**config.mk**
```make
export PLATFORM = sky130hd
export DESIGN_NAME = orbit_follow_controller_core_flat
export DESIGN_NICKNAME = d
export VERILOG_FILES = /design/src/rtl/ofc_pkg.sv /design/src/rtl/ofc_req_if.sv /design/src/rtl/ofc_rsp_if.sv /design/src/rtl/ofc_csr_if.sv /design/src/rtl/ofc_engine.sv /design/src/rtl/orbit_follow_controller_core.sv /design/src/flat_wrapper.sv
export VERILOG_INCLUDE_DIRS = /design/src /design/src/rtl
export SDC_FILE = /design/constraint.sdc
export NUM_CORES = 1
export LEC_CHECK = 0
export BUFFER_PORTS_ARGS = -buffer_cell sky130_fd_sc_hd__clkbuf_2
export CORE_MARGIN = 2
export CORE_UTILIZATION = 30
export CTS_CLUSTER_DIAMETER = 80
export DETAILED_ROUTE_END_ITERATION = 10
export REMOVE_ABC_BUFFERS = 1
export SYNTH_ARGS = -nofsm -noshare
export SYNTH_HDL_FRONTEND = slang
export SYNTH_SLANG_ARGS = --single-unit
```
**constraint.sdc**
```tcl
create_clock -name clock -period 8.5 [get_ports clock]
set_input_delay 0.425 -clock clock [delete_from_list [all_inputs] [get_ports clock]]
set_output_delay 0.425 -clock clock [all_outputs]
set_load 0.01 [all_outputs]
```
**src/rtl/orbit_follow_controller_core_defines.svh**
```systemverilog
// Assertion macros shared by the orbit follow controller RTL.
// No dependencies; included by files that carry concurrent assertions.
`ifndef ORBIT_FOLLOW_CONTROLLER_CORE_DEFINES_SVH
`define ORBIT_FOLLOW_CONTROLLER_CORE_DEFINES_SVH

`ifndef ASSERT_OFF
// checked outside reset
`define OFC_ASSERT(label, clk, rst, prop, msg) \
   label: assert property (@(posedge clk) disable iff (rst) prop) else $error(msg);
// checked on every edge, reset included
`define OFC_ASSERT_ALWAYS(label, clk, prop, msg) \
   label: assert property (@(posedge clk) prop) else $error(msg);
`else
`define OFC_ASSERT(label, clk, rst, prop, msg)
`define OFC_ASSERT_ALWAYS(label, clk, prop, msg)
`endif

`endif

```
**src/rtl/ofc_pkg.sv**
```systemverilog
`timescale 1ns / 1ps
// Shared widths, codes, reset values and payload types of the orbit follow controller.
// No dependencies.
package ofc_pkg;

   localparam int DIST_W    = 10;
   localparam int MPW_W     = 4;
   localparam int MODE_W    = 4;
   localparam int MOVE_W    = 2;
   localparam int COL_W     = 2;
   localparam int CSR_IDX_W = 3;
   localparam int CSR_DAT_W = 10;

   // item kind
   localparam logic FUNC_TICK   = 1'b0;
   localparam logic FUNC_SAMPLE = 1'b1;

   // move commands
   localparam logic [MOVE_W-1:0] MV_NONE  = 2'd0;
   localparam logic [MOVE_W-1:0] MV_FWD   = 2'd1;
   localparam logic [MOVE_W-1:0] MV_LEFT  = 2'd2;
   localparam logic [MOVE_W-1:0] MV_RIGHT = 2'd3;

   // LED colours
   localparam logic [COL_W-1:0] COL_BLUE  = 2'd0;
   localparam logic [COL_W-1:0] COL_RED   = 2'd1;
   localparam logic [COL_W-1:0] COL_GREEN = 2'd2;

   // controller states, reported as mode
   localparam logic [MODE_W-1:0] ST_MEASURE    = 4'd0;
   localparam logic [MODE_W-1:0] ST_CHECK      = 4'd1;
   localparam logic [MODE_W-1:0] ST_CLOSE      = 4'd2;
   localparam logic [MODE_W-1:0] ST_ESCAPE     = 4'd3;
   localparam logic [MODE_W-1:0] ST_GREATER    = 4'd4;
   localparam logic [MODE_W-1:0] ST_SMALLER    = 4'd5;
   localparam logic [MODE_W-1:0] ST_WAIT       = 4'd6;
   localparam logic [MODE_W-1:0] ST_MEAS_AGAIN = 4'd7;
   localparam logic [MODE_W-1:0] ST_WAIT_AGAIN = 4'd8;
   localparam logic [MODE_W-1:0] ST_UPD_MIN    = 4'd9;
   localparam logic [MODE_W-1:0] ST_MEAS_ESC   = 4'd10;
   localparam logic [MODE_W-1:0] ST_WAIT_ESC   = 4'd11;

   // register indexes
   localparam logic [CSR_IDX_W-1:0] CSR_DESIRED   = 3'd0;
   localparam logic [CSR_IDX_W-1:0] CSR_MARGIN    = 3'd1;
   localparam logic [CSR_IDX_W-1:0] CSR_TOO_CLOSE = 3'd2;
   localparam logic [CSR_IDX_W-1:0] CSR_ROTATE    = 3'd3;
   localparam logic [CSR_IDX_W-1:0] CSR_MPW       = 3'd4;

   localparam logic [DIST_W-1:0] WINDOW_START = 10'd1000;

   localparam logic [DIST_W-1:0] RST_DESIRED   = 10'd65;
   localparam logic [DIST_W-1:0] RST_MARGIN    = 10'd5;
   localparam logic [DIST_W-1:0] RST_TOO_CLOSE = 10'd45;
   localparam logic [DIST_W-1:0] RST_ROTATE    = 10'd12;
   localparam logic [MPW_W-1:0]  RST_MPW       = 4'd1;

   typedef struct packed {
      logic              func;
      logic [DIST_W-1:0] distance_sample;
   } item_type;

   typedef struct packed {
      logic [MOVE_W-1:0] move_cmd;
      logic [COL_W-1:0]  led_color;
      logic [MODE_W-1:0] mode;
   } result_type;

   typedef struct packed {
      logic [DIST_W-1:0] target_dist;
      logic [DIST_W-1:0] margin;
      logic [DIST_W-1:0] too_close_limit;
      logic [DIST_W-1:0] rotate_threshold;
      logic [MPW_W-1:0]  messages_per_window;
   } cfg_type;

endpackage

```
**src/rtl/ofc_req_if.sv**
```systemverilog
`timescale 1ns / 1ps
// Input channel: control tick or distance sample, valid/ready handshake.
// Depends on ofc_pkg.
interface ofc_req_if import ofc_pkg::*; ();
   logic              valid;
   logic              ready;
   logic              func;
   logic [DIST_W-1:0] distance_sample;

   modport source (output valid, output func, output distance_sample, input ready);
   modport sink   (input valid, input func, input distance_sample, output ready);
endinterface

```
**src/rtl/ofc_rsp_if.sv**
```systemverilog
`timescale 1ns / 1ps
// Result channel: move command, LED colour and mode, valid/ready handshake.
// Depends on ofc_pkg.
interface ofc_rsp_if import ofc_pkg::*; ();
   logic              valid;
   logic              ready;
   logic [MOVE_W-1:0] move_cmd;
   logic [COL_W-1:0]  led_color;
   logic [MODE_W-1:0] mode;

   modport source (output valid, output move_cmd, output led_color, output mode,
                   input ready);
   modport sink   (input valid, input move_cmd, input led_color, input mode,
                   output ready);
endinterface

```
**src/rtl/ofc_csr_if.sv**
```systemverilog
`timescale 1ns / 1ps
// Register write channel: index and data, valid/ready handshake.
// Depends on ofc_pkg.
interface ofc_csr_if import ofc_pkg::*; ();
   logic                 valid;
   logic                 ready;
   logic [CSR_IDX_W-1:0] index;
   logic [CSR_DAT_W-1:0] data;

   modport source (output valid, output index, output data, input ready);
   modport sink   (input valid, input index, input data, output ready);
endinterface

```
**src/rtl/ofc_engine.sv**
```systemverilog
`timescale 1ns / 1ps
// Controller state machine, sample window and minimum tracking.
// Depends on ofc_pkg and orbit_follow_controller_core_defines.svh.
`include "orbit_follow_controller_core_defines.svh"

module ofc_engine
   import ofc_pkg::*;
(
   input  logic       clock,
   input  logic       reset,
   input  logic       step,
   input  item_type   item,
   input  cfg_type    cfg,
   output result_type res
);

   logic [MODE_W-1:0] state_ff, state_in;
   logic [DIST_W-1:0] cur_dist_ff, cur_dist_in;
   logic [DIST_W-1:0] min_seen_ff, min_seen_in;
   logic [MPW_W-1:0]  rx_count_ff, rx_count_in;
   logic [COL_W-1:0]  color_ff, color_in;
   logic [MOVE_W-1:0] move;

   logic [DIST_W-1:0] base_dist;
   logic              window_full;
   logic [DIST_W-1:0] min_upd;
   logic [DIST_W-1:0] rise;
   logic [DIST_W:0]   esc_sum;

   // first sample of a window starts from the preset
   assign base_dist   = (rx_count_ff == '0) ? WINDOW_START : cur_dist_ff;
   assign window_full = (rx_count_ff == cfg.messages_per_window);
   assign min_upd     = (cur_dist_ff < min_seen_ff) ? cur_dist_ff : min_seen_ff;
   assign rise        = cur_dist_ff - min_upd;
   assign esc_sum     = {1'b0, cur_dist_ff} + {1'b0, cfg.margin};

   always_comb begin
      state_in    = state_ff;
      cur_dist_in = cur_dist_ff;
      min_seen_in = min_seen_ff;
      rx_count_in = rx_count_ff;
      color_in    = color_ff;
      move        = MV_NONE;
      if (item.func == FUNC_SAMPLE) begin
         cur_dist_in = base_dist;
         if (!window_full) begin
            if (item.distance_sample < base_dist) begin
               cur_dist_in = item.distance_sample;
            end
            rx_count_in = rx_count_ff + 1'b1;
         end
      end else begin
         unique case (state_ff)
            ST_MEASURE: begin
               rx_count_in = '0;
               state_in    = ST_WAIT;
            end
            ST_WAIT: begin
               if (window_full) state_in = ST_CHECK;
            end
            ST_CHECK: begin
               if (cur_dist_ff < cfg.too_close_limit) begin
                  state_in    = ST_CLOSE;
                  min_seen_in = cur_dist_ff;
               end else if (cur_dist_ff > cfg.target_dist) begin
                  state_in = ST_GREATER;
               end else begin
                  state_in = ST_SMALLER;
               end
            end
            ST_CLOSE: begin
               color_in = COL_RED;
               move     = MV_LEFT;
               state_in = ST_MEAS_AGAIN;
            end
            ST_MEAS_AGAIN: begin
               rx_count_in = '0;
               state_in    = ST_WAIT_AGAIN;
            end
            ST_WAIT_AGAIN: begin
               if (window_full) state_in = ST_UPD_MIN;
            end
            ST_UPD_MIN: begin
               min_seen_in = min_upd;
               state_in    = (rise > cfg.rotate_threshold) ? ST_ESCAPE : ST_CLOSE;
            end
            ST_ESCAPE: begin
               // wide sum, so a large margin always ends the escape
               if (esc_sum > {1'b0, cfg.target_dist}) begin
                  state_in = ST_MEASURE;
               end else begin
                  move     = MV_FWD;
                  state_in = ST_MEAS_ESC;
               end
            end
            ST_MEAS_ESC: begin
               rx_count_in = '0;
               state_in    = ST_WAIT_ESC;
            end
            ST_WAIT_ESC: begin
               if (window_full) state_in = ST_ESCAPE;
            end
            ST_GREATER: begin
               move     = MV_RIGHT;
               color_in = COL_GREEN;
               state_in = ST_MEASURE;
            end
            ST_SMALLER: begin
               move     = MV_LEFT;
               color_in = COL_RED;
               state_in = ST_MEASURE;
            end
            default: begin
               state_in = state_ff;
            end
         endcase
      end
   end

   always_ff @(posedge clock) begin
      if (reset) begin
         state_ff    <= ST_MEASURE;
         cur_dist_ff <= '0;
         min_seen_ff <= '0;
         rx_count_ff <= '0;
         color_ff    <= COL_BLUE;
      end else if (step) begin
         state_ff    <= state_in;
         cur_dist_ff <= cur_dist_in;
         min_seen_ff <= min_seen_in;
         rx_count_ff <= rx_count_in;
         color_ff    <= color_in;
      end
   end

   assign res.move_cmd  = move;
   assign res.led_color = color_in;
   assign res.mode      = state_in;

   `OFC_ASSERT(a_full_window_ignores, clock, reset, step && item.func == FUNC_SAMPLE && window_full |=> $stable(rx_count_ff), "sample taken into a full window")
   `OFC_ASSERT(a_cur_dist_bounded, clock, reset, cur_dist_ff <= WINDOW_START, "running minimum above window preset")
   `OFC_ASSERT(a_min_after_update, clock, reset, step && item.func == FUNC_TICK && state_ff == ST_UPD_MIN |=> min_seen_ff <= cur_dist_ff, "tracked minimum above current distance")

endmodule

```
**src/rtl/orbit_follow_controller_core.sv**
```systemverilog
`timescale 1ns / 1ps
// Path: a transaction accepted into the input register passes through the engine logic and
// is captured in the result register, where it waits until the result side takes it.
// Throughput: one transaction per cycle while the result side does not stall; input register and
// result register each take a new transaction while the one ahead moves on, and the engine state updates with it.
// Reset (synchronous, active high): state measure, distances and count zero, LED blue,
// registers back to 65 / 5 / 45 / 12 / 1.
// Depends on ofc_pkg, the channel interfaces, ofc_engine and the defines header.
`include "orbit_follow_controller_core_defines.svh"

module orbit_follow_controller_core
   import ofc_pkg::*;
(
   input logic      clock,
   input logic      reset,
   ofc_req_if.sink  req_chan,
   ofc_rsp_if.source rsp_chan,
   ofc_csr_if.sink  csr_chan
);

   cfg_type    cfg_ff, cfg_in;
   logic       in_valid_ff, in_valid_in;
   item_type   in_item_ff, in_item_in;
   logic       out_valid_ff, out_valid_in;
   result_type out_res_ff, out_res_in;
   result_type res;
   logic       advance;
   logic       step;
   logic       req_take;

   // register writes
   assign csr_chan.ready = 1'b1;

   always_comb begin
      cfg_in = cfg_ff;
      if (csr_chan.valid) begin
         unique case (csr_chan.index)
            CSR_DESIRED:   cfg_in.target_dist         = csr_chan.data;
            CSR_MARGIN:    cfg_in.margin              = csr_chan.data;
            CSR_TOO_CLOSE: cfg_in.too_close_limit     = csr_chan.data;
            CSR_ROTATE:    cfg_in.rotate_threshold    = csr_chan.data;
            CSR_MPW:       cfg_in.messages_per_window = csr_chan.data[MPW_W-1:0];
            default:       cfg_in = cfg_ff;
         endcase
      end
   end

   // two-stage pipeline with stall from the result side
   assign advance        = !out_valid_ff || rsp_chan.ready;
   assign step           = in_valid_ff && advance;
   assign req_chan.ready = !in_valid_ff || advance;
   assign req_take       = req_chan.valid && req_chan.ready;

   always_comb begin
      in_valid_in  = req_chan.ready ? req_chan.valid : in_valid_ff;
      in_item_in   = in_item_ff;
      if (req_take) begin
         in_item_in.func            = req_chan.func;
         in_item_in.distance_sample = req_chan.distance_sample;
      end
      out_valid_in = advance ? in_valid_ff : out_valid_ff;
      out_res_in   = step ? res : out_res_ff;
   end

   ofc_engine u_engine (
      .clock (clock),
      .reset (reset),
      .step  (step),
      .item  (in_item_ff),
      .cfg   (cfg_ff),
      .res   (res)
   );

   always_ff @(posedge clock) begin
      if (reset) begin
         cfg_ff.target_dist         <= RST_DESIRED;
         cfg_ff.margin              <= RST_MARGIN;
         cfg_ff.too_close_limit     <= RST_TOO_CLOSE;
         cfg_ff.rotate_threshold    <= RST_ROTATE;
         cfg_ff.messages_per_window <= RST_MPW;
         in_valid_ff                <= 1'b0;
         out_valid_ff               <= 1'b0;
      end else begin
         cfg_ff       <= cfg_in;
         in_valid_ff  <= in_valid_in;
         out_valid_ff <= out_valid_in;
      end
   end

   always_ff @(posedge clock) begin
      in_item_ff <= in_item_in;
      out_res_ff <= out_res_in;
   end

   assign rsp_chan.valid     = out_valid_ff;
   assign rsp_chan.move_cmd  = out_res_ff.move_cmd;
   assign rsp_chan.led_color = out_res_ff.led_color;
   assign rsp_chan.mode      = out_res_ff.mode;

   `OFC_ASSERT(a_fwd_only_in_escape, clock, reset, out_valid_ff && out_res_ff.move_cmd == MV_FWD |-> out_res_ff.mode == ST_MEAS_ESC, "forward move outside escape")

endmodule
```
**src/flat_wrapper.sv**
```systemverilog
// flat-port wrapper written by rule: the top's interface ports become plain ports
module orbit_follow_controller_core_flat import ofc_pkg::*;
  (clock, reset, req_chan_valid, req_chan_func, req_chan_distance_sample, req_chan_ready, rsp_chan_valid, rsp_chan_move_cmd, rsp_chan_led_color, rsp_chan_mode, rsp_chan_ready, csr_chan_valid, csr_chan_index, csr_chan_data, csr_chan_ready);
  ofc_req_if req_chan_i ();
  ofc_rsp_if rsp_chan_i ();
  ofc_csr_if csr_chan_i ();
  input logic clock;
  input logic reset;
  input wire logic [$bits(req_chan_i.valid)-1:0] req_chan_valid;
  input wire logic [$bits(req_chan_i.func)-1:0] req_chan_func;
  input wire logic [$bits(req_chan_i.distance_sample)-1:0] req_chan_distance_sample;
  output wire logic [$bits(req_chan_i.ready)-1:0] req_chan_ready;
  output wire logic [$bits(rsp_chan_i.valid)-1:0] rsp_chan_valid;
  output wire logic [$bits(rsp_chan_i.move_cmd)-1:0] rsp_chan_move_cmd;
  output wire logic [$bits(rsp_chan_i.led_color)-1:0] rsp_chan_led_color;
  output wire logic [$bits(rsp_chan_i.mode)-1:0] rsp_chan_mode;
  input wire logic [$bits(rsp_chan_i.ready)-1:0] rsp_chan_ready;
  input wire logic [$bits(csr_chan_i.valid)-1:0] csr_chan_valid;
  input wire logic [$bits(csr_chan_i.index)-1:0] csr_chan_index;
  input wire logic [$bits(csr_chan_i.data)-1:0] csr_chan_data;
  output wire logic [$bits(csr_chan_i.ready)-1:0] csr_chan_ready;
  assign req_chan_i.valid = req_chan_valid;
  assign req_chan_i.func = req_chan_func;
  assign req_chan_i.distance_sample = req_chan_distance_sample;
  assign req_chan_ready = req_chan_i.ready;
  assign rsp_chan_valid = rsp_chan_i.valid;
  assign rsp_chan_move_cmd = rsp_chan_i.move_cmd;
  assign rsp_chan_led_color = rsp_chan_i.led_color;
  assign rsp_chan_mode = rsp_chan_i.mode;
  assign rsp_chan_i.ready = rsp_chan_ready;
  assign csr_chan_i.valid = csr_chan_valid;
  assign csr_chan_i.index = csr_chan_index;
  assign csr_chan_i.data = csr_chan_data;
  assign csr_chan_ready = csr_chan_i.ready;
  orbit_follow_controller_core u_core (.clock(clock), .reset(reset), .req_chan(req_chan_i), .rsp_chan(rsp_chan_i), .csr_chan(csr_chan_i));
endmodule
```
==> results of run 1 <==
[worst reg2reg max path, delay by kind of cell, from the launching register on]
kind	cells	cell delay (ns)
fa+ha+maj	5	1.46
buf+inv	1	0.08
compound gates	8	1.67
simple gates	7	1.08
xor+xnor	1	0.08
flops	1	0.62
[metrics by stage]
stage          worst slack (ns)  cells
3_5_place_dp               3.34    990
2_1_floorplan              3.96    681
4_1_cts                    3.34   1006
5_1_grt                    2.76   1006
6_report                   3.27   1006
3_3_place_gp               3.45    990
[registers in the layout, indices dropped and copies added, names as in the netlist, 4 cells and up]
name and count:
u_core.rsp_chan.mode 4, u_core.u_engine.min_seen_ff 10, u_core.u_engine.rx_count_ff 4, u_core.u_engine.state_ff 4, u_core.cfg_ff 44, u_core.u_engine.cur_dist_ff 10
u_core.in_item_ff 11
[power groups by stage]
stage	Sequential, mW	Clock [mW]	Combinational, mW
finish	0.496	0.434	0.243
detailed placement	0.506	0	0.242
CTS	0.496	0.443	0.243
floorplan	0.501	0	0.174
global route	0.498	0.458	0.278
global placement	0.506	0	0.240
[metal layers]
| layer | global-route usage | vias to the layer above | share of wire |
|---|---|---|---|
| met4 | 0.0466 | 0 | 0.019 |
| met5 | 0 | - | 0 |
| met2 | 0.235 | 74 | 0.45 |
| met1 | 0.192 | 2258 | 0.50 |
| met3 | 0.0251 | 20 | 0.033 |
| li1 | - | 2518 | - |
[logic make-up after synthesis]
group	Yosys count
flip-flops	95
other	1
AO/OA/AOI/OAI	163
buffers and inverters	86
AND/OR/NAND/NOR	239
multiplexers	23
XOR/XNOR	24
adder cells (fa/ha/maj)	79
[final timing paths]
path	end	cells after the start	from	slack [ns]
worst max-delay path	u_core.rsp_chan.mode[0]$_DFFE_PP_	22	u_core.u_engine.cur_dist_ff[3]$_SDFFE_PP0P_	3.27
worst max register to register	u_core.rsp_chan.mode[0]$_DFFE_PP_	22	u_core.u_engine.cur_dist_ff[3]$_SDFFE_PP0P_	3.27
worst min-delay path	u_core.in_item_ff[10]$_DFFE_PP_	1	req_chan_func	0.24
worst min register to register	u_core.cfg_ff[41]$_SDFFE_PP0P_	2	u_core.cfg_ff[41]$_SDFFE_PP0P_	0.46
[synthesized netlist by cell type, types with 2 or more instances]
cell | n | area share
nand3_1 | 10 | 0.0083
and2_1 | 4 | 0.0042
o21ai_0 | 21 | 0.017
nor2_1 | 80 | 0.050
nand2b_1 | 7 | 0.0073
xnor2_1 | 14 | 0.020
nor4_1 | 2 | 0.0021
mux2i_1 | 23 | 0.038
dfxtp_1 | 76 | 0.25
a211o_1 | 6 | 0.0087
a21o_1 | 14 | 0.017
a22o_1 | 5 | 0.0073
or3_1 | 4 | 0.0042
xor2_1 | 10 | 0.015
edfxtp_1 | 19 | 0.095
o21bai_1 | 3 | 0.0037
a211oi_1 | 8 | 0.010
nand3b_1 | 7 | 0.0087
nand2_1 | 89 | 0.056
nand4_1 | 8 | 0.0083
o21a_1 | 7 | 0.0087
maj3_1 | 2 | 0.0033
ha_1 | 76 | 0.16
o2111ai_1 | 2 | 0.0029
nor3_1 | 5 | 0.0042
o31ai_1 | 3 | 0.0037
or4_1 | 2 | 0.0025
a31oi_1 | 4 | 0.0042
nor2b_1 | 13 | 0.014
a311oi_1 | 3 | 0.0044
o211ai_1 | 3 | 0.0037
clkbuf_1 | 24 | 0.015
and3_1 | 2 | 0.0021
a21oi_1 | 69 | 0.057
buf_2 | 3 | 0.0025
and3b_1 | 2 | 0.0029
inv_1 | 57 | 0.036
a211oi_2 | 6 | 0.012
[cell type report]
class / instances / area (sq um) / area share
multi-input combinational: 529 / 3580 / 0.529
sequential: 95 / 2090 / 0.309
tap: 265 / 332 / 0.0490
clock buffer: 10 / 250 / 0.0370
timing repair buffer: 44 / 235 / 0.0347
inverter: 57 / 214 / 0.0316
clock inverter: 6 / 66.3 / 0.00979
==> qor.txt, run 1 <==
outcome - completed
post_cts resized - 0
placed inst area - 6450 sq um
Synth cell types - 55
Crit Path Max Fanout - 17
gr usage total - 0.144
Inserted Diodes - 0
Post-Layout Inst Area - 6770 sq um
cell family with most CP delay - compound AO/OA/AOI/OAI gates
Buffers & Inverters on Critical Path - 1
Worst-Margin Slew - 1.11 ns
synthesized area per cell - 8.46 sq um
root buf cell - clkbuf_16
worst vdd ir - 0.109 mV
Area growth, synth to finish - 12.7%
post-synthesis xor/xnor area fraction - 0.0350
vias in the first global route - 4741
clock skew - 0.00659 ns
FF+latch count, synth - 95
CTS tree - yes
simple-gate area share of the yosys netlist - 0.181
Post-route DRC - 0
Static Leak - 2.79 nW
CTS Sinks - 95
WHS - 0.245 ns
Setup Fix Bufs, Post-CTS - 0
sequential element share of the synthesized area - 0.348
main combinational cell family by area after synthesis - simple AND/OR/NAND/NOR gates
Fin. Hold Viols - 0
critical path's slowest cell - dfxtp_1
crit-path cells - ha_1, a211oi_1, nor2_1, a31oi_1, nand2_1, o21ai_0, ha_1, inv_1, maj3_1, o21ai_0, maj3_1, o221a_2, nor2b_1, xnor2_1, ha_1, nand4_1, nor2_1, nand3_1, o2111ai_1, a31oi_1, a311oi_1, nor2_1
commonest non-fill, non-tap cell in the layout - nand2_1
Util after Layout - 0.347
DIE HEIGHT - 146 um
WP data required - 8.60 ns
Comb pwr share - 0.207
setup TNS - 0 ns
headroom to the max-slew limit - 0.257
Post-synth top flop - dfxtp_1
Final Wtd Congestion - 0.860
Final Setup Violations - 0
fill count - 2040
row count - 51
via count - 4870
WL final - 14900 um
Synth Area in Compound Gates - 0.176
Slew Viols, Final - 0
wire per inst - 14.8 um
routed vias/inst - 4.84
gr ovfl total - 0
CP Class - reg2reg
nets - 842
CORE AREA - 19500 sq um
io pins - 40
initial antenna violation count - 0
Mapped Cells - 710
commonest cells after routing, fill and taps aside - nand2_1 (89), nor2_1 (80), ha_1 (76), dfxtp_1 (76), a21oi_1 (69)
Int Power - 825 uW
RSZ-0062 raised after global routing - no
hpwl dp - 11300 um
fmax - 191 MHz
PwrDens - 173 nW/um^2
Clk Latency, worst-skew pair - 0.36 ns
Post-synth EDFFs - 19
IO Port Bufs - 38
Tcrit/Tclk final - 0.616
Synth Area in Adders - 0.165
largest net degree at the start of global routing - 51
hold buffer count at CTS - 0
clk buf depth - 2
Sequential Power Share - 0.423
first-pass GRT wire length - 24500 um
ANT nets after route - 0
CP startpoint kind - flop
crit path time final - 5.23 ns
mux contribution to synthesized area - 0.0383
fraction of layout cells with a size suffix above 1 - 0.0958
H-tree Lvls - 3
switch share - 0.296
drt first-iter violations - 256
Post-synth ARST share - 0
CP Capture Type - flop
WP data arrival - 5.34 ns
clock transition at the registers of the reported paths - 0.07 ns
cts bufs inserted - 9
Worst Hold Class - in2reg
Crit path largest cell delay - 0.62 ns
Die Footprint - 21200 sq um
Syn Std Cell Area - 6010 sq um
Yosys Warn Count - 0
initial core utilization - 0.308
max-cap viol count - 0
P_sw - 347 uW
Die W - 146 um
clock share of power - 0.370
drt first pass iters - 4
overall power - 1.17 mW
(Power assumes the default switching activity.)
==> run 2: changes to the inputs <==
==> constraint.sdc (replaced) <==
create_clock -name clock -period 4.5 [get_ports clock]
set_input_delay 0.225 -clock clock [delete_from_list [all_inputs] [get_ports clock]]
set_output_delay 0.225 -clock clock [all_outputs]
set_load 0.01 [all_outputs]
==> run 2 against run 1 <==
Non-clock buffer count rose by 21. Total power rose by 99%. Count of clock-buffer cells in the layout increased by 4. Largest power group unchanged. Core utilization up 1.4 points. Fmax rose by 20%. Final cell count increased by 2.1%. Highest routed layer unchanged. Sequential share of layout area fell by 1.2 points. Wire length grew 2.1%. Largest cell class unchanged. Clock skew up 0.0024 ns. Via count up 2.8%. Clock power is 100% higher.
==> qor.txt, run 2 (synthesis gave the netlist of run 1 again) <==
fmax - 230 MHz (+20%)
gr usage total - 0.144 (+0.000844)
max-cap viol count - 0 (unchanged)
clock skew - 0.00898 ns (+0.00239 ns)
wire per inst - 14.8 um (about the same)
max reg flops - 44 (unchanged)
drt first-iter violations - 287 (+12%)
Fin. Hold Viols - 0 (unchanged)
overall power - 2.33 mW (+99%)
fill count - 2051 (+0.54%)
Worst-Margin Slew - 1.12 ns (+0.00484 ns)
WP data arrival - 4.45 ns (-0.89 ns)
drt first pass iters - 5 (+1)
vias in the first global route - 4655 (-1.8%)
gr ovfl total - 0 (unchanged)
most used cell, CP - nor2_1
routed vias/inst - 4.87 (+0.67%)
clock transition at the registers of the reported paths - 0.06 ns (about the same)
Biggest register - u_core.cfg_ff
via count - 5005 (+2.8%)
WHS - 0.0447 ns (-0.200 ns)
crit path time final - 4.35 ns (-0.887 ns)
headroom to the max-slew limit - 0.254 (-0.00323)
row count - 51 (unchanged)
clk buf depth - 2 (unchanged)
WL final - 15200 um (+2.1%)
PwrDens - 331 nW/um^2 (+91%)
fraction of layout cells with a size suffix above 1 - 0.146 (+0.0499)
Worst Hold Class - in2reg
CORE AREA - 19500 sq um (unchanged)
critical path's slowest cell - dfxtp_2
WP data required - 4.60 ns (-4.00 ns)
Crit Path Max Fanout - 4 (-13)
Die Footprint - 21200 sq um (unchanged)
IO Port Bufs - 38 (unchanged)
initial core utilization - 0.308 (unchanged)
Inserted Diodes - 0 (unchanged)
RSZ-0062 raised after global routing - yes
ANT nets after route - 0 (unchanged)
largest net degree at the start of global routing - 40 (-22%)
crit-path cells - inv_1, ha_1, a211oi_2, nor2_1, a31oi_1, buf_4, and2_1, nor2_1, a21oi_1, ha_1, nand2_1, or3_1, o221a_2, nor2b_2, xnor2_1, ha_1, nand4_1, nor2_1, nand3_1, o2111ai_2, a31oi_2, a311oi_2, nor2_1
CTS tree - yes
Tcrit/Tclk final - 0.966 (+0.350)
nets - 863 (+2.5%)
CP startpoint kind - flop
worst slack at placement - 0.0333 ns (-3.30 ns)
root buf cell - clkbuf_16
Crit path largest cell delay - 0.35 ns (-0.27 ns)
CP Class - reg2reg
DIE HEIGHT - 146 um (unchanged)
commonest non-fill, non-tap cell in the layout - nand2_1
Clk Latency, worst-skew pair - 0.36 ns (about the same)
CTS Sinks - 95 (unchanged)
Final WS setup - 0.153 ns (-3.11 ns)
Die W - 146 um (unchanged)
Final Wtd Congestion - 0.892 (+3.7%)
commonest cells after routing, fill and taps aside - nand2_1 (88), nor2_1 (79), ha_1 (74)
io pins - 40 (unchanged)
hpwl dp - 11500 um (+1.1%)
Slew Viols, Final - 0 (unchanged)
initial antenna violation count - 0 (unchanged)
Final Setup Violations - 0 (unchanged)
CP Capture Type - flop
H-tree Lvls - 3 (unchanged)
Area growth, synth to finish - 17.4%
worst vdd ir - 0.202 mV (+85%)
Regs by FF count - u_core.cfg_ff: 44 flops, u_core.in_item_ff: 11 flops
Static Leak - 2.93 nW (+5.3%)
cts bufs inserted - 9 (unchanged)
outcome - completed
first-pass GRT wire length - 24600 um (+0.62%)
Post-route DRC - 0 (unchanged)
## run 2: report_power, final
part | internal, mW | total (mW) | switching (mW) | leakage (nW)
Combinational | 0.237 | 0.540 | 0.303 | 1.97
Clock | 0.537 | 0.870 | 0.333 | 0.162
Sequential | 0.900 | 0.925 | 0.0249 | 0.803
## run 2: timing repair
action | in CTS | in global routing
hold endpoints to repair | 0 | 0
hold buffers | 0 | 0
gates resized for setup | 0 | 29
setup endpoints to repair | 0 | 6
buffers inserted | 0 | 6
## run 2: cell type report
class                   count  area, sq um  area share
clock inverters             2         60.1     0.00851
multi-input cells         529         3670       0.520
clock buffers              14          275      0.0390
well taps                 265          332      0.0470
flip-flops and latches     95         2100       0.297
inverters                  57          214      0.0303
repair buffers             65          409      0.0580
## run 2: metal layers
layer	up-vias	track usage	routed length [um]
li1	2564	-	-
met1	2323	0.198	7520
met2	96	0.233	6870
met3	22	0.0238	548
met4	0	0.0451	311
met5	-	0	0
## run 2: worst max-delay path, delay by kind of cell (launching register included)
family / cells / cell delay (ns)
AO/OA/AOI/OAI: 7 / 1.32
adder cells (fa/ha/maj): 3 / 0.74
flip-flops: 1 / 0.35
buffers and inverters: 2 / 0.27
AND/OR/NAND/NOR: 10 / 1.29
XOR/XNOR: 1 / 0.12
## run 2: path summary, 6_finish.rpt
path / from / depth (start not counted) / endpoint / slack (ns)
max: u_core.u_engine.min_seen_ff[2]$_SDFFE_PP0P_ / 23 / u_core.rsp_chan.mode[0]$_DFFE_PP_ / 0.15
min: req_chan_distance_sample[3] / 1 / u_core.in_item_ff[3]$_DFFE_PP_ / 0.04
max reg2reg: u_core.u_engine.min_seen_ff[2]$_SDFFE_PP0P_ / 23 / u_core.rsp_chan.mode[0]$_DFFE_PP_ / 0.15
min reg2reg: u_core.cfg_ff[42]$_SDFFE_PP0P_ / 2 / u_core.cfg_ff[42]$_SDFFE_PP0P_ / 0.46
## run 2: through the flow
| step | utilization | TNS (ns) | std cells | instance area, sq um |
|---|---|---|---|---|
| after floorplan | - | -0.0449 | 681 | 5880 |
| after global placement | 0.337 | 0 | 1005 | 6580 |
| after CTS | 0.354 | 0 | 1021 | 6920 |
| final | 0.361 | 0 | 1027 | 7050 |
| after detailed placement | 0.337 | 0 | 1005 | 6580 |
| after global routing | 0.361 | -0.180 | 1027 | 7050 |
